### src/rtl/core/mte_pkg.sv
// Types, symbol codes and keypad tables for the multitap text encoder.
// No dependencies.
package mte_pkg;

  localparam int SymW  = 6;
  localparam int SlotN = 5;  // symbols of a run ahead of the closing star

  localparam logic [SymW-1:0] SYM_STAR  = 6'd42;
  localparam logic [SymW-1:0] SYM_MINUS = 6'd45;
  localparam logic [SymW-1:0] SYM_ZERO  = 6'd48;

  // One classified byte: nsym symbols, then an implied closing star.
  typedef struct packed {
    logic [2:0]                  nsym;
    logic [SlotN-1:0][SymW-1:0]  sym;
  } mte_run_t;

  // Keypad digit of letter index 0..25 (a..z).
  function automatic logic [3:0] key_digit(input logic [4:0] idx);
    logic [3:0] d;
    case (idx) inside
      [5'd0:5'd2]:   d = 4'd2;
      [5'd3:5'd5]:   d = 4'd3;
      [5'd6:5'd8]:   d = 4'd4;
      [5'd9:5'd11]:  d = 4'd5;
      [5'd12:5'd14]: d = 4'd6;
      [5'd15:5'd18]: d = 4'd7;
      [5'd19:5'd21]: d = 4'd8;
      default:       d = 4'd9;
    endcase
    return d;
  endfunction

  // Presses needed for letter index 0..25.
  function automatic logic [2:0] key_taps(input logic [4:0] idx);
    logic [2:0] t;
    case (idx) inside
      5'd0, 5'd3, 5'd6, 5'd9, 5'd12, 5'd15, 5'd19, 5'd22:  t = 3'd1;
      5'd1, 5'd4, 5'd7, 5'd10, 5'd13, 5'd16, 5'd20, 5'd23: t = 3'd2;
      5'd18, 5'd25:                                         t = 3'd4;
      default:                                              t = 3'd3;
    endcase
    return t;
  endfunction

endpackage

### src/rtl/core/mte_front.sv
// Front end: classifies one input byte into a run descriptor.
// Depends on mte_pkg.
module mte_front (
  input  logic [7:0]        in_byte,
  output mte_pkg::mte_run_t run
);

  logic       is_space;
  logic       is_upper;
  logic       is_lower;
  logic [4:0] idx;
  logic [3:0] digit;
  logic [2:0] taps;
  logic [2:0] off;
  logic       neg;
  logic [7:0] mag;
  logic       has_hund;
  logic [6:0] rem;
  logic [14:0] prod;
  logic [3:0] tens;
  logic [6:0] tens_x10;
  logic [3:0] ones;
  logic [2:0] pos;

  assign is_space = (in_byte == 8'd32);
  assign is_upper = (in_byte >= 8'd65) && (in_byte <= 8'd90);
  assign is_lower = (in_byte >= 8'd97) && (in_byte <= 8'd122);
  assign idx      = is_upper ? 5'(in_byte - 8'd65) : 5'(in_byte - 8'd97);
  assign digit    = mte_pkg::key_digit(idx);
  assign taps     = mte_pkg::key_taps(idx);
  assign off      = is_upper ? 3'd1 : 3'd0;

  // Signed reading of the byte; magnitude never exceeds 128.
  assign neg      = in_byte[7];
  assign mag      = neg ? 8'(8'd0 - in_byte) : in_byte;
  assign has_hund = (mag >= 8'd100);
  assign rem      = has_hund ? 7'(mag - 8'd100) : mag[6:0];
  // Divide by ten through the reciprocal 205/2048, exact below 1029.
  assign prod     = 15'(rem) * 15'd205;
  assign tens     = prod[14:11];
  assign tens_x10 = 7'(tens) * 7'd10;
  assign ones     = 4'(rem - tens_x10);

  always_comb begin
    run.sym  = '0;
    run.nsym = 3'd0;
    pos      = 3'd0;
    if (is_space) begin
      run.sym[0] = mte_pkg::SYM_ZERO;
      run.nsym   = 3'd1;
    end else if (is_upper || is_lower) begin
      if (is_upper) begin
        run.sym[0] = mte_pkg::SYM_MINUS;
      end
      for (int p = 0; p < mte_pkg::SlotN; p++) begin
        if ((3'(p) >= off) && (3'(p) < 3'(off + taps))) begin
          run.sym[p] = mte_pkg::SYM_ZERO + 6'(digit);
        end
      end
      run.nsym = 3'(off + taps);
    end else begin
      if (neg) begin
        run.sym[pos] = mte_pkg::SYM_MINUS;
        pos          = pos + 3'd1;
      end
      if (has_hund) begin
        run.sym[pos] = mte_pkg::SYM_ZERO + 6'd1;
        pos          = pos + 3'd1;
      end
      if (has_hund || (mag >= 8'd10)) begin
        run.sym[pos] = mte_pkg::SYM_ZERO + 6'(tens);
        pos          = pos + 3'd1;
      end
      run.sym[pos] = mte_pkg::SYM_ZERO + 6'(ones);
      run.nsym     = pos + 3'd1;
    end
  end

endmodule

### src/rtl/core/mte_queue.sv
// Short queue of run descriptors between front and back ends.
// Depends on mte_pkg.
module mte_queue #(
  parameter int DEPTH = 2
) (
  input  logic              clk,
  input  logic              rst_n,
  input  logic              push,
  input  mte_pkg::mte_run_t push_run,
  output logic              full,
  input  logic              pop,
  output logic              head_valid,
  output mte_pkg::mte_run_t head_run
);

  localparam int AW = (DEPTH > 1) ? $clog2(DEPTH) : 1;
  localparam int CW = $clog2(DEPTH + 1);

  mte_pkg::mte_run_t mem_r [DEPTH];
  logic [AW-1:0] wr_ptr_r, wr_ptr_nxt;
  logic [AW-1:0] rd_ptr_r, rd_ptr_nxt;
  logic [CW-1:0] cnt_r, cnt_nxt;

  assign full       = (cnt_r == CW'(DEPTH));
  assign head_valid = (cnt_r != '0);
  assign head_run   = mem_r[rd_ptr_r];

  always_comb begin
    wr_ptr_nxt = wr_ptr_r;
    rd_ptr_nxt = rd_ptr_r;
    cnt_nxt    = cnt_r;
    if (push) begin
      wr_ptr_nxt = (wr_ptr_r == AW'(DEPTH - 1)) ? '0 : wr_ptr_r + AW'(1);
    end
    if (pop) begin
      rd_ptr_nxt = (rd_ptr_r == AW'(DEPTH - 1)) ? '0 : rd_ptr_r + AW'(1);
    end
    if (push && !pop) begin
      cnt_nxt = cnt_r + CW'(1);
    end else if (pop && !push) begin
      cnt_nxt = cnt_r - CW'(1);
    end
  end

  always_ff @(posedge clk) begin
    if (!rst_n) begin
      wr_ptr_r <= '0;
      rd_ptr_r <= '0;
      cnt_r    <= '0;
    end else begin
      wr_ptr_r <= wr_ptr_nxt;
      rd_ptr_r <= rd_ptr_nxt;
      cnt_r    <= cnt_nxt;
    end
  end

  always_ff @(posedge clk) begin
    if (push) begin
      mem_r[wr_ptr_r] <= push_run;
    end
  end

endmodule

### src/rtl/core/mte_back.sv
// Back end: walks the head descriptor and drives one symbol per beat.
// Depends on mte_pkg.
module mte_back (
  input  logic              clk,
  input  logic              rst_n,
  input  logic              head_valid,
  input  mte_pkg::mte_run_t head_run,
  output logic              pop,
  output logic              out_valid,
  input  logic              out_ready,
  output logic [5:0]        out_symbol,
  output logic              out_last
);

  logic       out_valid_r, out_valid_nxt;
  logic [5:0] out_symbol_r, out_symbol_nxt;
  logic       out_last_r, out_last_nxt;
  logic [2:0] pos_r, pos_nxt;
  logic       load;
  logic       at_star;

  // Output register is free when empty or being taken this cycle.
  assign load    = !out_valid_r || out_ready;
  assign at_star = (pos_r == head_run.nsym);
  assign pop     = head_valid && load && at_star;

  always_comb begin
    out_valid_nxt  = out_valid_r;
    out_symbol_nxt = out_symbol_r;
    out_last_nxt   = out_last_r;
    pos_nxt        = pos_r;
    if (load) begin
      out_valid_nxt = head_valid;
      if (head_valid) begin
        out_last_nxt = at_star;
        if (at_star) begin
          out_symbol_nxt = mte_pkg::SYM_STAR;
          pos_nxt        = 3'd0;
        end else begin
          out_symbol_nxt = head_run.sym[pos_r];
          pos_nxt        = pos_r + 3'd1;
        end
      end
    end
  end

  always_ff @(posedge clk) begin
    if (!rst_n) begin
      out_valid_r <= 1'b0;
      pos_r       <= 3'd0;
    end else begin
      out_valid_r <= out_valid_nxt;
      pos_r       <= pos_nxt;
    end
  end

  always_ff @(posedge clk) begin
    out_symbol_r <= out_symbol_nxt;
    out_last_r   <= out_last_nxt;
  end

  assign out_valid  = out_valid_r;
  assign out_symbol = out_symbol_r;
  assign out_last   = out_last_r;

endmodule

### src/rtl/core/multitap_text_encoder_top.sv
// Multitap text encoder: each byte becomes a run of 2 to 6 symbols ending in '*'.
// The first symbol of a byte passes through the descriptor queue and the back-end output register.
// Throughput: one symbol per cycle from the back end while out_ready stays high.
// The descriptor queue (QUEUE_DEPTH runs) lets input beats arrive while output stalls.
// Reset (rst_n low, synchronous) empties the queue and drops any pending symbol.
module multitap_text_encoder_top #(
  parameter int QUEUE_DEPTH = 2
) (
  input  logic       clk,
  input  logic       rst_n,
  input  logic       in_valid,
  output logic       in_ready,
  input  logic [7:0] in_byte,
  output logic       out_valid,
  input  logic       out_ready,
  output logic [5:0] out_symbol,
  output logic       out_last
);

  mte_pkg::mte_run_t front_run;
  mte_pkg::mte_run_t head_run;
  logic              q_full;
  logic              head_valid;
  logic              pop;
  logic              push;

  assign in_ready = !q_full;
  assign push     = in_valid && in_ready;

  mte_front u_front (
    .in_byte (in_byte),
    .run     (front_run)
  );

  mte_queue #(
    .DEPTH (QUEUE_DEPTH)
  ) u_queue (
    .clk        (clk),
    .rst_n      (rst_n),
    .push       (push),
    .push_run   (front_run),
    .full       (q_full),
    .pop        (pop),
    .head_valid (head_valid),
    .head_run   (head_run)
  );

  mte_back u_back (
    .clk        (clk),
    .rst_n      (rst_n),
    .head_valid (head_valid),
    .head_run   (head_run),
    .pop        (pop),
    .out_valid  (out_valid),
    .out_ready  (out_ready),
    .out_symbol (out_symbol),
    .out_last   (out_last)
  );

endmodule

### config.mk
export PLATFORM = sky130hd
export DESIGN_NAME = multitap_text_encoder_top
export DESIGN_NICKNAME = d
export VERILOG_FILES = /design/src/rtl/core/mte_pkg.sv /design/src/rtl/core/mte_front.sv /design/src/rtl/core/mte_queue.sv /design/src/rtl/core/mte_back.sv /design/src/rtl/core/multitap_text_encoder_top.sv
export SDC_FILE = /design/constraint.sdc
export NUM_CORES = 1
export LEC_CHECK = 0
export ABC_AREA = 1
export BUFFER_PORTS_ARGS = -buffer_cell sky130_fd_sc_hd__buf_2
export CAP_MARGIN = 5
export CORE_MARGIN = 2
export CORE_UTILIZATION = 60
export DETAILED_ROUTE_END_ITERATION = 10
export GPL_TIMING_DRIVEN = 0
export PLACE_DENSITY = 0.78
export SETUP_SLACK_MARGIN = 0.5
export SYNTH_ARGS = -nofsm -noshare
export SYNTH_HDL_FRONTEND = slang
export SYNTH_SLANG_ARGS = --single-unit
### constraint.sdc
create_clock -name clk -period 8 [get_ports clk]
set_input_delay 1.6 -clock clk [delete_from_list [all_inputs] [get_ports clk]]
set_output_delay 1.6 -clock clk [all_outputs]
set_load 0.005 [all_outputs]
---- After elaboration in Yosys (flattened, before gate mapping) ----
Memories as Yosys holds them, arrays and structs flattened. A register that Yosys moved wholly into a read port is not among the register bits.
Index checks and enable logic that the tools add are counted.
word-level totals
  flip-flop bits (word level) ............. 15
  bits in writable memories ............... 66
  input port bits ......................... 12
  output and inout bits ................... 9
  logic and storage cells ................. 184
  memories ................................ 1
memories
  memory         words  bits a word  rd ports  clocked after Yosys merged registers in  wr ports  line             RTL
  u_queue.mem_r  2      33           1         1                                        1         mte_queue.sv:19  mte_pkg::mte_run_t mem_r [DEPTH];
cells by class
  add/sub/neg operators ................... 17
  $mul .................................... 2
  order comparisons ....................... 37
  equality and inequality tests ........... 20
  multiplexer cells ....................... 61
  bitwise logic cells ..................... 3
  reduce and logical (&&, ||, !) cells .... 36
operators by type and width
  cell                  count
  $mux 30               6
  $mux 6                14
  $bwmux 30             2
  $demux 6 s3           3
  $mux 3                13
  $eq 5x5->1 const B    7
  $mux 33               1
  $eq 5x4->1 const B    5
  $ge 8x7->1 const B    3
  $mux 24               1
  $mux 4                6
  $logic_and 1x1->1     22
  $add 5x5->6 const A   3
  $bmux 6 s3            1
  $le 8x7->1 const B    2
  $lt 3x4->1 const B    4
  $reduce_or 8->1       2
  $and 3x15->15         1
  $eq 5x3->1 const B    3
  $ge 5x4->1 const B    3
  $le 5x4->1 const B    3
  $mul 7x8->15 const B  1
  $not 15->15           1
  $or 3x15->15          1
  41 further kinds      68

---- Logic depth before layout (Yosys ltp) ----
  depth after elaboration ................. 21
  depth in mapped cells ................... 44
  gate-level depth less buffers ........... 44

---- Cells and area by module ----
A second synthesis with hierarchy kept.
unflattened totals
  cells, all modules ...................... 734
  area total of the unflattened synthesis .. 6461.2 um2
by module, submodules not included
  module                     instances  cells an instance  area each (um2)  seq. area each (um2)
  mte_front                  1          472                2897.8           0.0
  mte_queue                  1          138                2765.2           2082.0
  mte_back                   1          121                784.5            290.3
  multitap_text_encoder_top  1          3                  13.8             0.0

---- Least setup slack after synthesis ----
Ideal clock, no wire load.
  path type ............................... input to register
  from .................................... input port in_byte[0]
  to ...................................... memory u_queue.mem_r[0][8] in the netlist's numbering (data pin)
  setup time .............................. 0.267 ns
  arrival time ............................ 7.025 ns
  required time ........................... 7.733 ns
  setup slack ............................. 0.708 ns
  cell stages on the path ................. 32
  path buffers ............................ 0
  path through ............................ inv_2 > ha_1 > nand2_1 > nand2_2 > nand2_1 > nand2_2 > inv_1 > ha_1 > nand3_1 > nand3_1 > nand2_1 > inv_1 > nand2_2 > nand2_1 > xor2_1 > xnor2_1 > inv_1 > fa_1 > ha_1 > inv_1 > fa_1 > inv_1 > ha_1 > nand2_1 > nor2_1 > a311o_2 > o21bai_1 > xnor2_1 > fa_1 > nor2_1 > o22ai_1 > nor3b_1
RTL lines
  what         line                             RTL
  from (decl)  multitap_text_encoder_top.sv:13  input logic [7:0] in_byte,
  to (decl)    mte_queue.sv:19

==> impl_metrics.env <==
export IMPL_status="completed"
export IMPL_ys_warn_count=0
export IMPL_synth_area_mm2=0.00550
export IMPL_most_common_layout_cells="nand2_1, inv_1, nor2_1"
export IMPL_grt_pass1_wl_um=20500
export IMPL_power_mw=1.91
export IMPL_worstPathRequired_ps=8010
export IMPL_final_common_cell="nand2_1"
export IMPL_io_pins=21
export IMPL_grtUsageTotal_pct=25.9
export IMPL_p_per_area_mw_per_mm2=310
export IMPL_die_h_um=99.8
export IMPL_fmax_mhz=140
export IMPL_hold_class="register to register"
export IMPL_core_rowCount=34
export IMPL_p_seq_share_pct=30.5
export IMPL_tightestPinTransition_ps=1080
export IMPL_clockPowerShare_pct=15.4
export IMPL_final_area_mm2=0.00616
export IMPL_setup_violations=0
export IMPL_cts_root_buf="clkbuf_8"
export IMPL_critPathMaxStageDelay_ps=510
export IMPL_cts_buffers=9
export IMPL_rsz0062_at_grt="no"
export IMPL_cp_data_arrival_time_ps=7180
export IMPL_cts_max_level=3
export IMPL_combPwrFrac_pct=54.2
export IMPL_slew_headroom_pct=28.0
export IMPL_post_dp_cell_area_mm2=0.00575
export IMPL_diodes=0
export IMPL_start_util_pct=62.5
export IMPL_peakVddDrop_mv=0.245
export IMPL_remaining_drc_errors=0
export IMPL_slowest_stage="fa_2"
export IMPL_synth_flop_cell="edfxtp_1"
export IMPL_dr_first_iter_drc_count=274
export IMPL_nNetsFinal=785
export IMPL_overflow=0
export IMPL_crit_top_cell="nand2_1"
export IMPL_clock_path_buffers=2
export IMPL_synthDistinctLibCells=54
export IMPL_clkSinkCount=72
export IMPL_routedWlPerCell_um=15.1
export IMPL_area_growth_pct=11.9
export IMPL_p_sw_uw=800
export IMPL_synth_edff_count=63
export IMPL_cts_tree="yes"
export IMPL_layout_min_cycle_time_ps=7170
export IMPL_endpoint_kind="register"
export IMPL_syn_avg_cell_area_um2=8.17
export IMPL_swShare_pct=41.8
export IMPL_holdBufCountCts=0
export IMPL_synth_seq_cells=72
export IMPL_firstDrtPassIters=5
export IMPL_finalWorstSetupSlack_ps=832
export IMPL_fin_crit_sh_pct=89.6
export IMPL_hpwl_um=9680
export IMPL_async_flop_share_pct=0
export IMPL_hold_start="u_queue.cnt_r[0]$_SDFFE_PN0P_"
export IMPL_placed_cells=801
export IMPL_place_ws_ps=-402
export IMPL_viasPerCell=5.69
export IMPL_ys_seq_area_share_pct=37.7
export IMPL_final_cells=827
export IMPL_drv_cap=0
export IMPL_routed_wl_um=12500
export IMPL_crit_path_start_kind="input pin"
export IMPL_die_w_um=99.8
export IMPL_antenna_found_initial=0
export IMPL_drive_above_1_share_pct=14.9
export IMPL_intPower_mw=1.11
export IMPL_grt_max_degree=30
export IMPL_clk_pin_slew_ps=70
export IMPL_clk_latency_ps=330
export IMPL_antenna_left=0
export IMPL_p_leak_nw=2.79
export IMPL_num_vias=4709
export IMPL_die_area_mm2=0.00995
export IMPL_hold_violations=0
export IMPL_portBuffers=20
export IMPL_path_class="input pin to register"
export IMPL_gp_routability_congestion=0.937
export IMPL_clock_skew_ps=7.67
export IMPL_grt_pass1_vias=4551
export IMPL_core_region_area_mm2=0.00881
export IMPL_synth_cells=673
export IMPL_maxSlewViolCount=0
export IMPL_cp_max_fo=8
export IMPL_crit_path_start="in_byte[1]"
export IMPL_syn_num_nets=744
## cells by family after synthesis
kind of cell    Yosys count  share of synthesized area (%)
fa+ha+maj                59                           14.8
buf+inv                 116                           8.21
compound gates          121                           13.5
flops                    72                           37.7
simple gates            292                           23.3
xor+xnor                 13                           2.55
## stage by stage
step	TNS [ps]	hold WS, ps	utilization [%]
floorplan	0	458	-
global placement	-3540	477	65.1
detailed placement	-5070	499	65.3
CTS	0	520	68.4
global route	0	564	69.9
finish	0	514	69.9
## what timing repair did
action	4_1_cts	5_1_grt
buffers inserted	3	7
pin swaps	4	6
endpoints found under the setup margin	20	24
resized for setup	11	24
## final timing paths
check	slack (ps)	depth (start not counted)	end
worst max register to register	5440	13	u_queue.cnt_r[1]$_SDFFE_PN0P_
worst min register to register	510	2	u_queue.cnt_r[0]$_SDFFE_PN0P_
worst min-delay path	510	2	u_queue.cnt_r[0]$_SDFFE_PN0P_
worst max-delay path	830	32	u_queue.mem_r[1][2]$_DFFE_PP_
## sequential cells by signal, indices dropped and copies added (netlist names), named ones only
name,cells
u_back.out_last,1
u_back.out_symbol,6
u_back.out_valid,1
u_back.pos_r,3
u_queue.cnt_r,2
u_queue.mem_r,56
u_queue.rd_ptr_r,1
u_queue.wr_ptr_r,1
## worst max-delay path: cells and delay by family
kind                       cells  cell delay, ps
and+or+nand+nor               10             820
adders and majority gates      8            2730
AOI/OAI and AO/OA              6            1200
buffers and inverters          7             620
xor gates and xnor gates       1             190
## cell type report
type | instances | area [um^2]
buffer | 12 | 61.3
clock buffer | 10 | 128
clock inverter | 6 | 83.8
fill | 733 | 2650
inverter | 104 | 405
multi-input combinational | 485 | 3090
sequential | 72 | 2070
tap | 108 | 135
timing repair buffer | 30 | 184
## synthesized netlist by cell type (4+ instances only)
cell / n / area (um^2)
a21oi_1: 33 / 165
a31oi_1: 5 / 31.3
clkbuf_1: 9 / 33.8
dfxtp_1: 9 / 180
edfxtp_1: 63 / 1890
fa_1: 10 / 200
ha_1: 49 / 613
inv_1: 97 / 364
inv_2: 5 / 18.8
nand2_1: 118 / 443
nand2_2: 11 / 68.8
nand3_1: 49 / 245
nand4_1: 4 / 25.0
nor2_1: 80 / 300
nor2_2: 4 / 25.0
nor3_1: 8 / 40.0
o211ai_1: 9 / 67.6
o21ai_0: 43 / 215
o221ai_1: 10 / 87.6
or2_2: 4 / 25.0
xor2_1: 9 / 78.8
## metal layers
metal	wire length (um)	GRT usage [%]	vias up
li1	-	-	2362
met1	5150	29.6	2165
met2	6350	47.9	144
met3	493	3.72	38
met4	502	11.3	0
met5	0	0	-
## power groups by stage
stage	Sequential (mW)	Combinational [mW]	Clock, mW
3_5_place_dp	0.591	0.930	0
5_1_grt	0.591	1.17	0.309
3_3_place_gp	0.590	0.898	0
2_1_floorplan	0.588	0.684	0
4_1_cts	0.583	0.964	0.298
6_report	0.582	1.04	0.294
No activity file was read; power rests on OpenSTA's default activity.
